## config.mk

```make
export PLATFORM = sky130hd
export DESIGN_NAME = image_packet_framer
export DESIGN_NICKNAME = d
export VERILOG_FILES = /design/src/sv/ipf_pkg.sv /design/src/sv/ipf_sequencer.sv /design/src/sv/image_packet_framer.sv
export SDC_FILE = /design/constraint.sdc
export NUM_CORES = 1
export LEC_CHECK = 0
export BUFFER_PORTS_ARGS = -buffer_cell sky130_fd_sc_hd__buf_2
export CAP_MARGIN = 20
export CORE_UTILIZATION = 35
export CTS_CLUSTER_DIAMETER = 150
export CTS_CLUSTER_SIZE = 30
export DETAILED_ROUTE_END_ITERATION = 8
export GPL_TIMING_DRIVEN = 1
export SKIP_LAST_GASP = 1
export SLEW_MARGIN = 20
export SYNTH_ARGS = -nofsm -noshare
export SYNTH_HDL_FRONTEND = slang
export SYNTH_HIERARCHICAL = 1
export SYNTH_SLANG_ARGS = --single-unit
```

## constraint.sdc

```tcl
create_clock -name clk_i -period 9 [get_ports clk_i]
set_input_delay 0.45 -clock clk_i [delete_from_list [all_inputs] [get_ports clk_i]]
set_output_delay 0.45 -clock clk_i [all_outputs]
set_load 0.01 [all_outputs]
```

## src/sv/ipf_pkg.sv

```systemverilog
`timescale 1ns / 1ps
// ---------------------------------------------------------------------------
// ipf_pkg: shared types for the image packet framer
// Byte kinds, register indexes, item and beat records, checksum adder.
// ---------------------------------------------------------------------------
package ipf_pkg;

  localparam int unsigned ByteW  = 8;
  localparam int unsigned KindW  = 3;
  localparam int unsigned CfgIdxW = 2;

  localparam logic [CfgIdxW-1:0] CFG_START_CODE = 2'd0;
  localparam logic [CfgIdxW-1:0] CFG_TRAIN_CODE = 2'd1;
  localparam logic [CfgIdxW-1:0] CFG_TEST_CODE  = 2'd2;

  localparam logic [ByteW-1:0] START_CODE_RST = 8'hFF;
  localparam logic [ByteW-1:0] TRAIN_CODE_RST = 8'h01;
  localparam logic [ByteW-1:0] TEST_CODE_RST  = 8'h02;

  localparam logic [ByteW-1:0] PIXEL_RESERVED = 8'hFF;
  localparam logic [ByteW-1:0] PIXEL_CLAMPED  = 8'hFE;

  typedef enum logic [KindW-1:0] {
    KIND_START    = 3'd0,
    KIND_MODE     = 3'd1,
    KIND_LABEL    = 3'd2,
    KIND_DATA     = 3'd3,
    KIND_CHECKSUM = 3'd4
  } kind_e;

  // one accepted pixel with everything its beats need
  typedef struct packed {
    logic             first;
    logic             last;
    logic [ByteW-1:0] start_code;
    logic [ByteW-1:0] mode_code;
    logic [ByteW-1:0] label;
    logic [ByteW-1:0] pixel;
    logic [ByteW-1:0] checksum;
  } item_t;

  typedef struct packed {
    logic [ByteW-1:0] data;
    kind_e            kind;
    logic             last;
  } beat_t;

  // 8-bit one's-complement add with end-around carry
  function automatic logic [ByteW-1:0] oc_add8(input logic [ByteW-1:0] a,
                                               input logic [ByteW-1:0] b);
    logic [ByteW:0] s;
    s = {1'b0, a} + {1'b0, b};
    return s[ByteW-1:0] + {{(ByteW-1){1'b0}}, s[ByteW]};
  endfunction

endpackage

```

## src/sv/ipf_sequencer.sv

```systemverilog
`timescale 1ns / 1ps
// ---------------------------------------------------------------------------
// ipf_sequencer: item register and beat sequencer
// Holds one framed pixel and walks its header, data and checksum beats.
// ---------------------------------------------------------------------------
module ipf_sequencer (
  input  logic           clk_i,
  input  logic           rst_ni,
  input  logic           load_i,
  input  ipf_pkg::item_t item_i,
  output logic           ready_o,
  input  logic           take_i,
  output logic           beat_valid_o,
  output ipf_pkg::beat_t beat_o
);

  logic           valid_q;
  ipf_pkg::kind_e phase_q;
  ipf_pkg::kind_e phase_next;
  ipf_pkg::item_t item_q;
  logic           beat_last;
  logic           advance;

  always_comb begin
    beat_o.kind = phase_q;
    beat_last   = 1'b0;
    phase_next  = ipf_pkg::KIND_DATA;
    unique case (phase_q)
      ipf_pkg::KIND_START: begin
        beat_o.data = item_q.start_code;
        phase_next  = ipf_pkg::KIND_MODE;
      end
      ipf_pkg::KIND_MODE: begin
        beat_o.data = item_q.mode_code;
        phase_next  = ipf_pkg::KIND_LABEL;
      end
      ipf_pkg::KIND_LABEL: begin
        beat_o.data = item_q.label;
        phase_next  = ipf_pkg::KIND_DATA;
      end
      ipf_pkg::KIND_DATA: begin
        beat_o.data = item_q.pixel;
        beat_last   = !item_q.last;
        phase_next  = ipf_pkg::KIND_CHECKSUM;
      end
      ipf_pkg::KIND_CHECKSUM: begin
        beat_o.data = item_q.checksum;
        beat_last   = 1'b1;
      end
      default: begin
        beat_o.data = item_q.checksum;
        beat_last   = 1'b1;
      end
    endcase
    beat_o.last = beat_last;
  end

  assign beat_valid_o = valid_q;
  assign advance      = valid_q && take_i;
  // a new pixel may enter while the last beat of the current one moves on
  assign ready_o      = !valid_q || (advance && beat_last);

  always_ff @(posedge clk_i or negedge rst_ni) begin
    if (!rst_ni) begin
      valid_q <= 1'b0;
      phase_q <= ipf_pkg::KIND_START;
    end else if (load_i) begin
      valid_q <= 1'b1;
      phase_q <= item_i.first ? ipf_pkg::KIND_START : ipf_pkg::KIND_DATA;
    end else if (advance) begin
      if (beat_last) begin
        valid_q <= 1'b0;
      end else begin
        phase_q <= phase_next;
      end
    end
  end

  always_ff @(posedge clk_i) begin
    if (load_i) begin
      item_q <= item_i;
    end
  end

endmodule

```

## src/sv/image_packet_framer.sv

```systemverilog
`timescale 1ns / 1ps
// ---------------------------------------------------------------------------
// image_packet_framer: pixel stream to serial packet framer
// Adds start, mode and label header bytes, clamps pixels, appends checksum.
// ---------------------------------------------------------------------------
// Usage:
//   s_axis carries one pixel per beat. tdata = {label_byte, pixel},
//   tuser = {train_mode, first_pixel}, tlast = last_pixel. label and
//   train_mode matter only on a first pixel.
//   m_axis carries one output byte per beat: tdata = byte, tuser = byte
//   kind (start, mode, label, data, checksum), tlast marks the final byte
//   caused by one input pixel.
//   A pixel yields one to five output beats, one per cycle while m_axis
//   is ready. The first output beat passes the item register, then the
//   output register. Plain pixels sustain one beat per cycle while m_axis
//   is ready; a first pixel adds start, mode and label beats and a last
//   pixel a checksum beat, as there is a single output byte lane. When m_axis
//   stalls, both registers hold and s_axis_tready drops unless the item
//   register is empty or its last beat leaves; nothing is lost. Reset
//   empties both registers, clears the running checksum and loads the
//   default codes (start 0xFF, train 0x01, test 0x02). Index 3 is ignored.
//   The config port is to be written only while the block is idle; unchecked.
// ---------------------------------------------------------------------------
module image_packet_framer (
  input  logic        clk_i,
  input  logic        rst_ni,
  // config write port
  input  logic        cfg_we_i,
  input  logic [1:0]  cfg_idx_i,
  input  logic [7:0]  cfg_wdata_i,
  // pixel input
  input  logic        s_axis_tvalid,
  output logic        s_axis_tready,
  input  logic [15:0] s_axis_tdata,   // [7:0] pixel, [15:8] label_byte
  input  logic [1:0]  s_axis_tuser,   // [0] first_pixel, [1] train_mode
  input  logic        s_axis_tlast,   // last_pixel
  // byte output
  output logic        m_axis_tvalid,
  input  logic        m_axis_tready,
  output logic [7:0]  m_axis_tdata,   // [7:0] out_byte
  output logic [2:0]  m_axis_tuser,   // [2:0] byte_kind
  output logic        m_axis_tlast    // run_last
);

  logic [ipf_pkg::ByteW-1:0] start_code_q;
  logic [ipf_pkg::ByteW-1:0] train_code_q;
  logic [ipf_pkg::ByteW-1:0] test_code_q;
  logic [ipf_pkg::ByteW-1:0] running_sum_q;
  logic [ipf_pkg::ByteW-1:0] running_sum_d;
  logic [ipf_pkg::ByteW-1:0] pixel_in;
  logic [ipf_pkg::ByteW-1:0] label_in;
  logic [ipf_pkg::ByteW-1:0] pixel_clamped;
  logic [ipf_pkg::ByteW-1:0] sum_base;
  logic                      first_in;
  logic                      train_in;
  logic                      in_accept;
  ipf_pkg::item_t            item_d;
  logic                      seq_ready;
  logic                      seq_take;
  logic                      beat_valid;
  ipf_pkg::beat_t            beat;
  logic                      out_valid_q;
  ipf_pkg::beat_t            out_q;

  // config registers
  always_ff @(posedge clk_i or negedge rst_ni) begin
    if (!rst_ni) begin
      start_code_q <= ipf_pkg::START_CODE_RST;
      train_code_q <= ipf_pkg::TRAIN_CODE_RST;
      test_code_q  <= ipf_pkg::TEST_CODE_RST;
    end else if (cfg_we_i) begin
      unique case (cfg_idx_i)
        ipf_pkg::CFG_START_CODE: start_code_q <= cfg_wdata_i;
        ipf_pkg::CFG_TRAIN_CODE: train_code_q <= cfg_wdata_i;
        ipf_pkg::CFG_TEST_CODE:  test_code_q  <= cfg_wdata_i;
        default: ;
      endcase
    end
  end

  assign pixel_in  = s_axis_tdata[7:0];
  assign label_in  = s_axis_tdata[15:8];
  assign first_in  = s_axis_tuser[0];
  assign train_in  = s_axis_tuser[1];
  assign in_accept = s_axis_tvalid && s_axis_tready;

  assign pixel_clamped = (pixel_in == ipf_pkg::PIXEL_RESERVED) ? ipf_pkg::PIXEL_CLAMPED
                                                               : pixel_in;
  // a first pixel restarts the sum from the label
  assign sum_base      = first_in ? label_in : running_sum_q;
  assign running_sum_d = ipf_pkg::oc_add8(sum_base, pixel_clamped);

  always_comb begin
    item_d.first      = first_in;
    item_d.last       = s_axis_tlast;
    item_d.start_code = start_code_q;
    item_d.mode_code  = train_in ? train_code_q : test_code_q;
    item_d.label      = label_in;
    item_d.pixel      = pixel_clamped;
    item_d.checksum   = running_sum_d;
  end

  always_ff @(posedge clk_i or negedge rst_ni) begin
    if (!rst_ni) begin
      running_sum_q <= '0;
    end else if (in_accept) begin
      running_sum_q <= running_sum_d;
    end
  end

  ipf_sequencer u_seq (
    .clk_i        (clk_i),
    .rst_ni       (rst_ni),
    .load_i       (in_accept),
    .item_i       (item_d),
    .ready_o      (seq_ready),
    .take_i       (seq_take),
    .beat_valid_o (beat_valid),
    .beat_o       (beat)
  );

  assign s_axis_tready = seq_ready;

  // output register takes a beat when empty or when its beat leaves
  assign seq_take = !out_valid_q || m_axis_tready;

  always_ff @(posedge clk_i or negedge rst_ni) begin
    if (!rst_ni) begin
      out_valid_q <= 1'b0;
    end else if (seq_take) begin
      out_valid_q <= beat_valid;
    end
  end

  always_ff @(posedge clk_i) begin
    if (seq_take && beat_valid) begin
      out_q <= beat;
    end
  end

  assign m_axis_tvalid = out_valid_q;
  assign m_axis_tdata  = out_q.data;
  assign m_axis_tuser  = out_q.kind;
  assign m_axis_tlast  = out_q.last;

endmodule

```

== Yosys cells after proc, flatten, opt, wreduce, memory -nomap -nowiden ==
Cells that the tools add are included.
Word-level totals
  flip-flop bits (word level): 90
  latch bits: 0
  RAM bits: 0
  bits in read-only memories: 0
  input bits: 34
  output and inout port bits: 14
  logic and storage cells: 56
  memories: 0
Operators by class
  $add $sub $neg: 2
  multipliers: 0
  divide/modulo/power cells: 0
  order comparisons: 0
  equal/unequal tests: 7
  shift operators: 0
  muxes and demuxes: 13
  bitwise operators: 0
  reductions and logical operators: 18
Operators with widths (count)
  one-hot mux 8 bit (4 select lines): 1
  two-way mux 8 bit: 3
  AND reduction 2 bit: 5
  adder 8 x 8 -> 9 bit: 1
  two-way mux 3 bit: 3
  one-hot mux 3 bit (3 select lines): 1
  adder 8 x 1 -> 8 bit: 1
  equality test 8 bit (second input constant): 1
  equality test 3 x 2 -> 1 bit (second input constant): 2
  nonzero test 2 bit: 2
  equality test 3 x 1 -> 1 bit (second input constant): 1
  logical AND 1 bit: 3
  zero test 1 bit: 3
  zero test 3 bit: 1
  two-way mux 1 bit: 3
  OR reduction 3 bit: 1
  equality test 2 x 1 -> 1 bit (second input constant): 1
  equality test 2 bit (second input constant): 1
  zero test 2 bit: 1
  logical OR 1 bit: 2
  two-way mux 2 bit: 1
  != test 2 bit (second input constant): 1
  one-hot mux 1 bit (2 select lines): 1

== Depth between registers and ports, before layout ==
  depth after elaboration: 8
  depth in mapped cells: 17
  mapped depth without buffers: 16

== Hierarchy ==
The synthesis kept the hierarchy.
By module, submodules not included
  image_packet_framer: instances 1, cells each 184, area each 2394.8 um^2, sequential area each 1198.6 um^2
  ipf_sequencer: instances 1, cells each 84, area each 1771.7 um^2, sequential area each 1331.3 um^2

== Worst setup path before layout ==
Ideal clock, no wire load.
  kind: input -> register
  start point: in s_axis_tuser[0]
  end point: reg running_sum_q[6] (netlist name)
  library setup time: 0.130 ns
  arrival time: 3.539 ns
  required time: 8.870 ns
  setup slack: 5.331 ns
  cell stages on the path: 16
  buffers on the path: 1
  cells stage by stage: buf_6 -> mux2_2 -> ha_1 -> fa_1 -> a21o_1 -> a21oi_1 -> o21bai_1 -> maj3_1 -> a21oi_1 -> o21bai_1 -> ha_1 -> ha_1 -> and3_1 -> nand3_1 -> xnor2_1 -> mux2_2
RTL lines
  start: declaration: RTL line image_packet_framer.sv:35  | input logic [1:0] s_axis_tuser,
  end signal: assignment: RTL line image_packet_framer.sv:107  | running_sum_q <= running_sum_d;
  end: declaration: RTL line image_packet_framer.sv:48  | logic [ipf_pkg::ByteW-1:0] running_sum_q;

==> impl_results.md <==
* Worst Path Required at 9230 ps
* CTS Buf Count at 9
* Peak VDD IR at 118.4 uV
* Crit-path max cell delay at 410 ps
* GRT Util Overall at 0.1471
* Die area at 0.01234 sq mm
* Fmax achieved at 264.7 MHz
* Synth warn at 6
* Sw frac at 0.3006
* Remaining Overflow, GRT at 0
* Fin nets at 355
* Post-detail-place hpwl at 5.962 mm
* Post-route insts no fill at 459
* Pre-CTS setup slack at 4889 ps
* RSZ-0062 raised after global routing: no
* Clock power frac at 0.253
* Synth Instances at 268
* LEAKAGE at 1.896 nW
* Vias in the first global route at 2,402
* Critical Path Start Type: input port
* Inserted Diodes at 0
* Syn-to-layout area delta at 15.29%
* Tmin final at 3778 ps
* Most used cells in the layout excluding fill and tap cells: edfxtp_1 (53), mux2_2 (50), buf_2 (47)
* Global-route wire length before repair at 13.27 mm
* Crit-path max FO at 11
* Internal at 1.080 mW
* Commonest non-fill, non-tap cell in the layout: edfxtp_1
* Sequential cell area fraction in the yosys report at 0.6072
* Final max-slew violation count at 0
* Final wirelength at 8.300 mm
* Status: finished with violations
* Final ANT Viol Nets at 0
* Synth unique cells at 52
* DR vias/cell at 5.107
* Setup TNS at 0 ps
* Hold Crit Class: in -> async
* Pin slew with the least headroom to its limit at 875.9 ps
* Netlist Area Pre-Place at 0.004166 sq mm
* Busiest grt layer: met2
* Port bufs at 47
* H-Tree Depth at 3
* Setup Skew at 7.397 ps
* Crit-path cells: buf_2 > mux2_2 > ha_1 > fa_1 > a21o_1 > a21oi_1 > o21bai_1 > maj3_1 > a21oi_1 > o21bai_1 > ha_1 > and3_1 > nand3_1 > nand3b_1 > xor2_1 > mux2_4
* Failing checks: DRC
* Final period util at 0.4198
* Initial Util at 0.3618
* Setup violators final at 0
* PwrDens at 321.4 mW/mm^2
* Mean routed wirelength per cell at 18.08 um
* Kind of critical path: in -> reg
* # DRC at 4
* Met1 Resource Use GR at 0.1819
* Reg-to-reg startpoint: running_sum_q[0]
* CTS tree: built
* IO Pins at 48
* Fin area at 0.004803 sq mm
* GRT met3 Usage at 0.04702
* Number of flops mapped to enable cells by yosys at 53
* Syn_area_per_cell at 15.55 sq um
* Root buf cell: clkbuf_16
* Postcts setup bufs at 0
* Critical path launch point: s_axis_tuser[0]
* Synth Net Count at 312
* Async SR Flop Fraction at 0.4111
* Worst flop-to-flop path endpoint: running_sum_q[7]
* R2R depth at 15
* CP Capture Type: flip-flop
* Clk slew on worst S/H paths at 60 ps
* Final core utilization at 0.4171
* Clk sinks at 90
* Setup ws final at 5222 ps
* Initial DRC count at 158
* Critical path data arrival time at 4010 ps
* GRT met2 Usage at 0.2419
* Die Span X at 111.1 um
* Synth Flop Type: edfxtp_1
* WP buf/inv at 1
* Skew-Pair Late Insertion Delay at 340 ps
* Hold buffers post-CTS at 0
* Share of cells above drive strength 1 at 0.4209
* Bufs on Longest Clock Path at 2
* Largest net degree at the start of global routing at 55
* Net Switching at 0.4640 mW
* Detailed-route via count at 2,344
* Die Span Y at 111.1 um
* Hold Fails Final Rpt at 0
* Crit-path leading delay family: adder cells
* Pre-antenna DRT Iters at 6
* Yosys reg bits at 90
* Post-placement cell count at 443
* Gate power share at 0.288
* Rows at 39
* Max cap viols at 0
* R2r setup slk at 5340 ps
* Post-CTS sizing at 0
* Routability congestion estimate at 0.7852
* Slowest CP cell: fa_1
* DP Area at 0.004491 sq mm
* Max transition margin at 0.4154
* Antenna violations before repair at 0
* Core Footprint at 0.01152 sq mm
* Reg power frac at 0.459
## cells by family (layout without fill, tap and decap cells)
kind of cell / after synthesis / in the layout / share of synthesized area
buffers and inverters: 23 / 71 / 0.02973
AND/OR/NAND/NOR: 46 / 46 / 0.05976
adder cells (fa/ha/maj): 11 / 11 / 0.03424
multiplexers: 61 / 61 / 0.1934
flip-flops: 90 / 90 / 0.6072
AO/OA/AOI/OAI: 25 / 25 / 0.04865
XOR/XNOR: 12 / 12 / 0.02703
## per-stage QoR
step | power [mW] | hold slack, ps
after floorplan | 1.032 | 154.4
after CTS | 1.561 | 256.3
final | 1.544 | 220.9
after global routing | 1.631 | 274.7
after detailed placement | 1.166 | 473.5
after global placement | 1.150 | 455.0
## cell usage after synthesis, types with 4 or more instances
library cell | count | area (sq um)
mux4_1 | 4 | 105.1
xor2_1 | 5 | 43.79
nand2_1 | 16 | 60.06
mux2_2 | 50 | 563.0
dfstp_2 | 10 | 262.8
inv_1 | 6 | 22.52
edfxtp_1 | 53 | 1592
dfrtp_1 | 27 | 675.7
a21oi_1 | 6 | 30.03
nand2b_1 | 4 | 25.02
clkbuf_1 | 10 | 37.54
mux4_2 | 4 | 90.09
ha_1 | 9 | 112.6
nand3b_1 | 4 | 30.03
nor3_1 | 5 | 25.02
xnor2_1 | 6 | 52.55
## per-layer routing
metal / vias up / part of all wire
li1: 1096 / -
met1: 1183 / 0.45
met2: 52 / 0.49
met3: 13 / 0.040
met4: 0 / 0.019
met5: - / 0
## final cells by class
type | instances | area, sq um
Clock inverter | 5 | 78.83
Timing Repair Buffer | 48 | 242.7
Sequential cell | 90 | 2530
Clock buffer | 11 | 232.7
Multi-Input combinational cell | 155 | 1513
Inverter | 7 | 27.53
Fill cell | 1064 | 6713
Tap cell | 143 | 178.9
## power by group through the flow
stage	registers [mW]	clock network (mW)	logic (mW)
6_report	0.708	0.391	0.445
5_1_grt	0.725	0.419	0.487
4_1_cts	0.712	0.401	0.449
3_5_place_dp	0.718	0	0.448
3_3_place_gp	0.711	0	0.439
2_1_floorplan	0.677	0	0.354
## worst max-delay path by stage
stage / end / slack (ps) / depth (start not counted)
after floorplan: running_sum_q[6] / 5330 / 16
after global placement: running_sum_q[6] / 5000 / 16
after detailed placement: running_sum_q[6] / 4890 / 16
after CTS: running_sum_q[7] / 5260 / 16
after global routing: running_sum_q[7] / 5030 / 16
final: running_sum_q[7] / 5220 / 16
## registers in the layout, summed over array words and instances (netlist names)
register            cells
running_sum_q           8
m_axis_tdata            8
m_axis_tlast            1
u_seq/item_q           41
test_code_q             8
u_seq/phase_q           3
m_axis_tvalid           1
train_code_q            8
u_seq/beat_valid_o      1
m_axis_tuser            3
start_code_q            8
No activity file was read; power rests on OpenSTA's default activity.
